$ cat config.mk
export PLATFORM = sky130hd
export DESIGN_NAME = mlfs_fifo_ram
export DESIGN_NICKNAME = d
export VERILOG_FILES = /design/src/rtl/core/mlfs_pkg.sv /design/src/rtl/core/mlfs_fifo_ram.sv
export SDC_FILE = /design/constraint.sdc
export NUM_CORES = 2
export LEC_CHECK = 0
export BUFFER_PORTS_ARGS = -buffer_cell sky130_fd_sc_hd__buf_2
export CORE_MARGIN = 2
export CORE_UTILIZATION = 25
export DETAILED_ROUTE_END_ITERATION = 8
export SYNTH_ARGS = -nofsm -noshare
export SYNTH_HDL_FRONTEND = slang
export SYNTH_SLANG_ARGS = --single-unit
$ cat constraint.sdc
create_clock -name clk -period 2.63 [get_ports clk]
set_input_delay 0.526 -clock clk [delete_from_list [all_inputs] [get_ports clk]]
set_output_delay 0.526 -clock clk [all_outputs]
set_load 0.02 [all_outputs]
$ cat src/rtl/core/mlfs_pkg.sv
`timescale 1ns / 1ps
// ----------------------------------------------------------------------------
// mlfs_pkg
// Shared constants and types for the multilevel feedback scheduler.
// ----------------------------------------------------------------------------
package mlfs_pkg;
    localparam int TASKS  = 64;
    localparam int LEVELS = 5;
    localparam int TW     = $clog2(TASKS);
    localparam int LW     = 3;
    localparam int CW     = $clog2(TASKS + 1);
    localparam int AW     = $clog2(LEVELS * TASKS);

    localparam logic [2:0] OP_ADMIT  = 3'd0;
    localparam logic [2:0] OP_WAKE   = 3'd1;
    localparam logic [2:0] OP_PICK   = 3'd2;
    localparam logic [2:0] OP_RETURN = 3'd3;
    localparam logic [2:0] OP_REMOVE = 3'd4;

    localparam logic [1:0] ST_OK      = 2'd0;
    localparam logic [1:0] ST_QUEUED  = 2'd1;
    localparam logic [1:0] ST_EMPTY   = 2'd2;
    localparam logic [1:0] ST_NOTASK  = 2'd3;

    typedef struct packed {
        logic          we;
        logic [AW-1:0] waddr;
        logic [TW-1:0] wdata;
        logic [AW-1:0] raddr;
    } fifo_cmd_t;

    // per-task word: queued flag, level and ready tick
    typedef struct packed {
        logic          queued;
        logic [LW-1:0] level;
        logic [31:0]   since;
    } task_word_t;

    function automatic logic [AW-1:0] fifo_addr(input logic [LW-1:0] lv,
                                                input logic [CW-1:0] pos);
        logic [AW-1:0] a;
        a = AW'(lv) * AW'(TASKS) + AW'(pos);
        return a;
    endfunction
endpackage

$ cat src/rtl/core/mlfs_fifo_ram.sv
`timescale 1ns / 1ps
// ----------------------------------------------------------------------------
// mlfs_fifo_ram
// Queue entry memory: one write, one registered read per cycle.
// ----------------------------------------------------------------------------
module mlfs_fifo_ram
    import mlfs_pkg::*;
(
    input  logic          clk,
    input  fifo_cmd_t     cmd,
    output logic [TW-1:0] rdata
);
    logic [TW-1:0] mem [LEVELS*TASKS];

    always_ff @(posedge clk)
    begin
        if (cmd.we)
        begin
            mem[cmd.waddr] <= cmd.wdata;
        end
        rdata <= mem[cmd.raddr];
    end
endmodule

==> impl_results.md <==
- IO buf count: 31
- Worst r2r dst: rdata[3]
- Slew @ Worst Pin: 0.802 ns
- Post-synth EDFFs: 1920
- Placement Setup Slack: -0.680 ns
- Status: completed
- Post_cts resized: 0
- Final Critical Period: around 2.5 ns
- Yosys warnings: 0
- Predominant post-synthesis flop cell: edfxtp_1
- Post-Syn Nets: 3782
- Final Util: 30.3%
- # hold bufs at CTS: 0
- Final Skew: 0.0260 ns
- Total grt overflow: 0
- CTS tree: yes
- Setup TNS: 0 ns
- Worst hold path endpoint: mem[10][3]
- DIE AREA: 307000 µm²
- LEAKAGE: 29.6 nW
- Clk_lat worst skew: 0.83 ns
- Setup crit start kind: input port
- Critical path capture point type: flip-flop
- Global placement routability congestion: 0.856
- Min-Delay Startpoint: cmd[12]
- Initial core utilization: 25.1%
- Fin Hold WS: between 0.07 and 0.08 ns
- Initial antenna violation count: 15
- R2R depth: 6
- Final Hold Fails: 0
- FF-to-FF Start: mem[187][3]
- Reg clk slew, reported paths: 0.06 ns
- RSZ-0062 raised after global routing: false
- DRT Pass-1 Iters: 5
- Multi-input logic area: 16500 µm²
- Final ANT Viol Nets: 0
- DR vias/cell: 4.54
- Core Area: 302000 µm²
- Nets: 4413
- Fin crit share: 93.4%
- Synth async-reset ratio: 0%
- Clock sink total: slightly below 2000
- Detail Placement HPWL: 126 mm
- Final Max Tran Viols: 0
- Rel. slew slack: 46.4%
- Setup violators final: 0
- Vias in the first global route: roughly 40000
- WS Path Type: in -> reg
- Fmax: a little over 0.4 GHz
- DR iter-0 viols: 3719
- DR vias: between 30000 and 40000
- Worst EP arrival: 3.22 ns
- Die X: 554 µm
- Yosys cell types: 53
- Cells after Synth: roughly 3800
- Power per cell area: between 600 and 700 nW/µm²
- WHS Path Cells: 1
- Wire length of the first global-routing pass: 276 mm
- HP Class: in -> reg
- Area Overhead vs Synth: 21.0%
- # DRC: 0
- Worst EP required: ~3.4 ns
- Mapped Area: around 76000 µm²
- Drt wl/cell: between 20 and 25 µm
- MaxCap Viol Count: 0
- Reg2reg setup slack: 0.23 ns
- Clk buf depth: 3
- Number of CTS-inserted buffers: 188
- H-Tree Depth: 4
- Final instance area: 91500 µm²
- Worst Setup Slack, final: approximately 0.17 ns
- Avg Cell Area, Syn: a little over 20 µm²
- Ports: 32
- Pin count of the biggest net entering global routing: 113
- Placed inst area: 85400 µm²
- Root buffer cell: clkbuf_16
- # fillers: roughly 29000
- Site Rows: 202
- Sequential area share after synthesis: between 70 and 80%
- FF+latch area: ~58000 µm²
- FF+latch count, synth: 1926
- Post-CTS repair timing setup buffer count: 0
- Tot GR Track Use: 12.2%
- Die Y: 554 µm
- Layout cell share with drive strength beyond 1: 29.6%
- Total Routed Length: 191 mm
- Max Fanout on Critical Path: 16
- Maximum VDD drop: approximately 0.00057 V
==> cell usage after synthesis, types with 21 or more instances <==
master	count	area share, %
edfxtp_1	1920	76
mux4_2	377	11
nor2_1	337	1.7
mux2i_1	332	4.4
clkbuf_1	116	0.58
a22oi_1	105	1.0
nand2_1	100	0.50
nand3_1	64	0.42
a21oi_1	52	0.34
buf_6	38	0.57
buf_2	36	0.24
o211ai_1	26	0.26
nor2b_1	21	0.17
==> routing by layer <==
layer	part of all wire, %	up-vias	routed length [µm]	global-route usage [%]
met5	0	-	0	0
met4	3.1	0	5930	4.23
met3	6.6	294	12500	2.32
met2	49	1221	93100	20.2
met1	42	20500	79100	15.8
li1	-	16700	-	-
==> kinds of logic after synthesis <==
| logic type | count (synthesis) | synth area share [%] |
|---|---|---|
| DFF | 1926 | 76.4 |
| muxes | 712 | 15.7 |
| buffers and inverters | 242 | 1.93 |
| AOI/OAI and AO/OA | 283 | 2.67 |
| and+or+nand+nor | 593 | 3.37 |
==> worst max-delay path by stage <==
stage                start       end  cells past startpoint
2_1_floorplan       cmd[1]  rdata[2]                      9
3_3_place_gp        cmd[0]  rdata[2]                     12
3_5_place_dp        cmd[0]  rdata[2]                     12
4_1_cts        mem[187][3]  rdata[3]                      6
5_1_grt             cmd[0]  rdata[2]                     12
6_report            cmd[0]  rdata[2]                     12
==> critical path, cell delays in order <==
cell and delay [ns]:
buf_8 0.18, buf_12 0.22, buf_12 0.19, buf_12 0.18
buf_4 0.21, mux2i_1 0.10, a221oi_1 0.40, nand2_1 0.20
a41oi_1 0.47, a21oi_1 0.13, nand4_1 0.22, o2bb2ai_1 0.13
==> power by group <==
part | internal (mW) | switching (mW) | leakage, nW
Combinational | 1.44 | 2.07 | 9.31
Sequential | 33.8 | 0.0718 | 17.3
Clock | 15.2 | 11.5 | 2.99
Total | 50.4 | 13.6 | 29.6
==> per-stage QoR <==
stage               instances  power (mW)
CTS                      8524        64.6
floorplan                3756        36.2
global placement         8175        38.0
finish                   8531        64.0
global route             8531        65.9
detailed placement       8175        38.1
==> flip-flops by register name, summed over array words and instances (netlist names) <==
name / cells
mem: 1920
rdata: 6
==> placed cells by master (no fill, tap or decap), drive strengths merged, types with 9 or more instances in the layout <==
master / n
a211oi: 10
a21oi: 52
a221oi: 19
a22oi: 105
a31oi: 11
a41oi: 9
buf: 681
bufinv: 16
clkbuf: 228
clkinv: 93
edfxtp: 1920
mux2i: 332
mux4: 378
nand2: 100
nand2b: 17
nand3: 64
nand4: 10
nor2: 337
nor2b: 21
nor3: 16
o211ai: 26
o21ai: 12
o22ai: 10
==> layout make-up <==
class                           instances  area share, %
Sequential cell                      1926           63.1
Multi-Input combinational cell       1588           18.0
Timing Repair Buffer                  682           6.72
Clock buffer                          227           5.47
Tap cell                             3978           5.44
Clock inverter                        122           1.20
Antenna cell                            7         0.0191
Inverter                                1        0.00410
(Power assumes the default switching activity.)
