**src/rtl/core/mlfs_pkg.sv**
```systemverilog
`timescale 1ns / 1ps
// ----------------------------------------------------------------------------
// mlfs_pkg
// Shared constants and types for the multilevel feedback scheduler.
// ----------------------------------------------------------------------------
package mlfs_pkg;
    localparam int TASKS  = 64;
    localparam int LEVELS = 5;
    localparam int TW     = $clog2(TASKS);
    localparam int LW     = 3;
    localparam int CW     = $clog2(TASKS + 1);
    localparam int AW     = $clog2(LEVELS * TASKS);

    localparam logic [2:0] OP_ADMIT  = 3'd0;
    localparam logic [2:0] OP_WAKE   = 3'd1;
    localparam logic [2:0] OP_PICK   = 3'd2;
    localparam logic [2:0] OP_RETURN = 3'd3;
    localparam logic [2:0] OP_REMOVE = 3'd4;

    localparam logic [1:0] ST_OK      = 2'd0;
    localparam logic [1:0] ST_QUEUED  = 2'd1;
    localparam logic [1:0] ST_EMPTY   = 2'd2;
    localparam logic [1:0] ST_NOTASK  = 2'd3;

    typedef struct packed {
        logic          we;
        logic [AW-1:0] waddr;
        logic [TW-1:0] wdata;
        logic [AW-1:0] raddr;
    } fifo_cmd_t;

    // per-task word: queued flag, level and ready tick
    typedef struct packed {
        logic          queued;
        logic [LW-1:0] level;
        logic [31:0]   since;
    } task_word_t;

    function automatic logic [AW-1:0] fifo_addr(input logic [LW-1:0] lv,
                                                input logic [CW-1:0] pos);
        logic [AW-1:0] a;
        a = AW'(lv) * AW'(TASKS) + AW'(pos);
        return a;
    endfunction
endpackage

```
**src/rtl/core/mlfs_since_ram.sv**
```systemverilog
`timescale 1ns / 1ps
// ----------------------------------------------------------------------------
// mlfs_since_ram
// Per-task state memory (queued flag, level, ready tick) with registered read.
// ----------------------------------------------------------------------------
module mlfs_since_ram
    import mlfs_pkg::*;
(
    input  logic          clk,
    input  logic          we,
    input  logic [TW-1:0] waddr,
    input  task_word_t    wdata,
    input  logic [TW-1:0] raddr,
    output task_word_t    rdata
);
    task_word_t mem [TASKS];

    always_ff @(posedge clk)
    begin
        if (we)
        begin
            mem[waddr] <= wdata;
        end
        rdata <= mem[raddr];
    end
endmodule

```
**config.mk**
```make
export PLATFORM = sky130hd
export DESIGN_NAME = mlfs_since_ram
export DESIGN_NICKNAME = d
export VERILOG_FILES = /design/src/rtl/core/mlfs_pkg.sv /design/src/rtl/core/mlfs_since_ram.sv
export SDC_FILE = /design/constraint.sdc
export NUM_CORES = 2
export LEC_CHECK = 0
export ABC_AREA = 0
export BUFFER_PORTS_ARGS = -buffer_cell sky130_fd_sc_hd__buf_2
export CELL_PAD_IN_SITES_DETAIL_PLACEMENT = 1
export CELL_PAD_IN_SITES_GLOBAL_PLACEMENT = 1
export CORE_UTILIZATION = 61
export CTS_CLUSTER_SIZE = 8
export DETAILED_ROUTE_END_ITERATION = 6
export PLACE_DENSITY_LB_ADDON = 0.1
export SKIP_LAST_GASP = 1
export SLEW_MARGIN = 10
export SYNTH_ARGS = -nofsm -noshare
export SYNTH_HDL_FRONTEND = slang
export SYNTH_SLANG_ARGS = --single-unit
```
**constraint.sdc**
```tcl
create_clock -name clk -period 11.34 [get_ports clk]
set_clock_uncertainty 0.15 [all_clocks]
set_input_delay 0.567 -clock clk [delete_from_list [all_inputs] [get_ports clk]]
set_output_delay 0.567 -clock clk [all_outputs]
set_load 0.02 [all_outputs]
```
==> flow_summary.json <==
{
  "status": "finished, violations left",
  "violations": "slew limit",
  "clock_latency_ps": 900,
  "power_density_mw_per_mm2": 195,
  "start_util_pct": 61.8,
  "routed_via_density": 7.16,
  "whs_path_depth": 1,
  "clkPwrFrac_pct": 46.3,
  "hold_violations": 0,
  "critPathKind": "in -> reg",
  "yosysTopAreaCell": "edfxtp_1",
  "drive_gt1_share_pct": 28.2,
  "relSlewSlack_pct": -0.999,
  "synthArstFlopShare_pct": 0,
  "synth-seq-cells": 2340,
  "grt_pass1_wl_um": 353000,
  "area_growth_pct": 14.3,
  "swShare_pct": 21.0,
  "grt_max_degree": 104,
  "synth_ff_type": "edfxtp_1",
  "ys_seq_area_share_pct": 79.5,
  "avgSynthCellArea_um2": 23.3,
  "r2r-start": "mem[18][16]",
  "switchingPower_w": 0.00410,
  "path_clk_slew_ps": 50,
  "grt_use_total_pct": 35.1,
  "clockRootBuffer": "clkbuf_16",
  "synth_edf_count": 2304,
  "synth_fp_nets": 3830,
  "numCtsBuffers": 342,
  "start_kind": "input port",
  "grt_setup_unrepaired": "no",
  "cp_data_required_time_ps": 12030,
  "grt_pass1_vias": 47279,
  "leakage_nw": 31.5,
  "yosys_warnings": 0,
  "period_share_pct": 34.9,
  "drt_wl_total_um": 251000,
  "place_area_mm2": 0.0912,
  "post_drt_wl_per_cell_um": 40.6,
  "firstDrtPassIters": 5,
  "dp_hpwl_um": 124000,
  "antenna_found_initial": 12,
  "postRouteAntennaNets": 0,
  "io_pins": 86,
  "drcViolationCount": 0,
  "rows": 138,
  "worst_pin_slew_ps": 1510,
  "crit_fanout": 84,
  "seqPwrFrac_pct": 49.3,
  "core_mm2": 0.142,
  "rr_worst_depth": 5,
  "synth.distinct_cells": 37,
  "syn_inst": 3780,
  "portBuffers": 85,
  "dr.first_iter.drc_count": 5975,
  "fp.dieH_um": 382,
  "final_area_mm2": 0.101,
  "setup_viol": 0,
  "fill_cells": 10528,
  "drv_slew": 1,
  "pwr-share-comb_pct": 4.4,
  "fmax_mhz": 253,
  "tns_ps": 0,
  "endpoint_kind": "register",
  "synthDominantCellAreaShare_pct": 78.6,
  "dp_slack_ps": 6590,
  "tritoncts": "built",
  "synthesis.area_mm2": 0.0880,
  "htreeDepth": 5,
  "hold_buffers": 0,
  "vdd_drop_max_uv": 157,
  "gp_congestion": 0.793,
  "die-area_mm2": 0.146,
  "post_cts_resized": 0,
  "hold_class": "in -> reg",
  "post_cts_buffers": 0,
  "cp.arrival_ps": 4640,
  "hold_end": "mem[48][8]",
  "dp_cells": 5662,
  "cts.sinks": 2340,
  "instances_no_fill": 6176,
  "gr-total-overflow": 0,
  "final_util_pct": 70.7,
  "nNetsFinal": 4166,
  "setup_ws_ps": 7390,
  "via_count": 44224,
  "hp-start": "wdata[8]",
  "die_w_um": 382,
  "cts.path.max_buffers": 4,
  "max_cap_viol_count": 0,
  "r2r_slack_ps": 8730,
  "rr_endpoint": "rdata[16]",
  "finalCriticalPeriod_ps": 3950,
  "intPower_w": 0.0155,
  "synth.area.top_cells": "edfxtp_1 (79%), mux4_2 (14%), o22ai_1 (0.87%)"
}
## power groups by stage
| stage | Sequential (W) | Combinational, W | Clock (W) |
|---|---|---|---|
| after floorplan | 0.00980 | 0.000447 | 0 |
| after global placement | 0.00980 | 0.000804 | 0 |
| after detailed placement | 0.00981 | 0.000846 | 0 |
| after CTS | 0.00965 | 0.000859 | 0.00914 |
| after global routing | 0.00964 | 0.000893 | 0.00942 |
| final | 0.00965 | 0.000859 | 0.00907 |
## registers in the layout, indices dropped and copies added, names as in the netlist
register  cells
rdata        36
mem        2304
## Yosys cell counts, types with 3 or more instances
cell and n:
clkbuf_1 89, edfxtp_1 2304, and3_1 8, a31oi_1 7
mux2_2 7, o22ai_1 123, and2_1 4, nand2b_1 11
buf_1 22, nor2b_1 36, nor3_1 3, nor2_1 101
a211oi_1 42, mux2i_1 71, mux4_2 556, nor4_1 26
dfxtp_1 36, buf_4 42, o22a_1 23, nand3_1 45
buf_2 49, and4_1 5, buf_6 10, nand2_1 28
a22oi_1 76, o221ai_1 34, o211ai_1 7
## through the flow
step	hold WS, ps	total power, W
floorplan	516	0.0102
global placement	659	0.0106
detailed placement	698	0.0107
CTS	237	0.0196
global route	118	0.0200
finish	141	0.0196
## final cells by class
cell class,instances,area [µm²],area share [%]
sequential,2340,69900,69.5
multi-input combinational,1228,17500,17.4
clock buffer,503,9330,9.28
tap,1890,2360,2.35
timing repair buffer,204,1380,1.37
clock inverter,5,47.5,0.0473
antenna,6,15.0,0.0149
## critical path, stage by stage
cell      delay, ps
buf_8           420
buf_12          590
buf_4           810
mux4_2          410
mux2i_1         110
a221oi_1       1270
o22a_1          240
## routing by layer
layer	vias to the layer above	wire length, µm	global-route usage (%)
met5	-	59	0
met4	10	12800	16.5
met3	591	25600	6.64
met2	3034	123000	56.0
met1	23663	90000	47.7
li1	16926	-	-
## worst max path at each step
| stage | from | endpoint | cells past startpoint |
|---|---|---|---|
| 2_1_floorplan | waddr[3] | mem[48][0] | 4 |
| 3_3_place_gp | raddr[0] | rdata[19] | 7 |
| 3_5_place_dp | raddr[0] | rdata[20] | 7 |
| 4_1_cts | raddr[0] | rdata[20] | 7 |
| 5_1_grt | raddr[0] | rdata[29] | 7 |
| 6_report | raddr[0] | rdata[20] | 7 |
## logic make-up (layout without fill, tap and decap cells)
family,Yosys count,count (layout),share of synthesized area [%]
other,0,6,0
DFF,2340,2340,79.5
and+or+nand+nor,278,278,1.56
muxes,634,634,15.1
AOI/OAI and AO/OA,316,316,2.60
buffers and inverters,212,712,1.24
## layout by cell type, fill, tap and decap left out, drive strengths merged, types with 5 or more instances in the layout
cell type	n
a211oi	42
a22oi	76
a31oi	7
and2	5
and3	8
and4	5
buf	204
clkbuf	503
dfxtp	36
diode	6
edfxtp	2304
mux2	7
mux2i	71
mux4	556
nand2	28
nand2b	11
nand3	45
nor2	101
nor2b	36
nor4	26
o211ai	7
o221ai	34
o22a	23
o22ai	123
(Power assumes the default switching activity.)
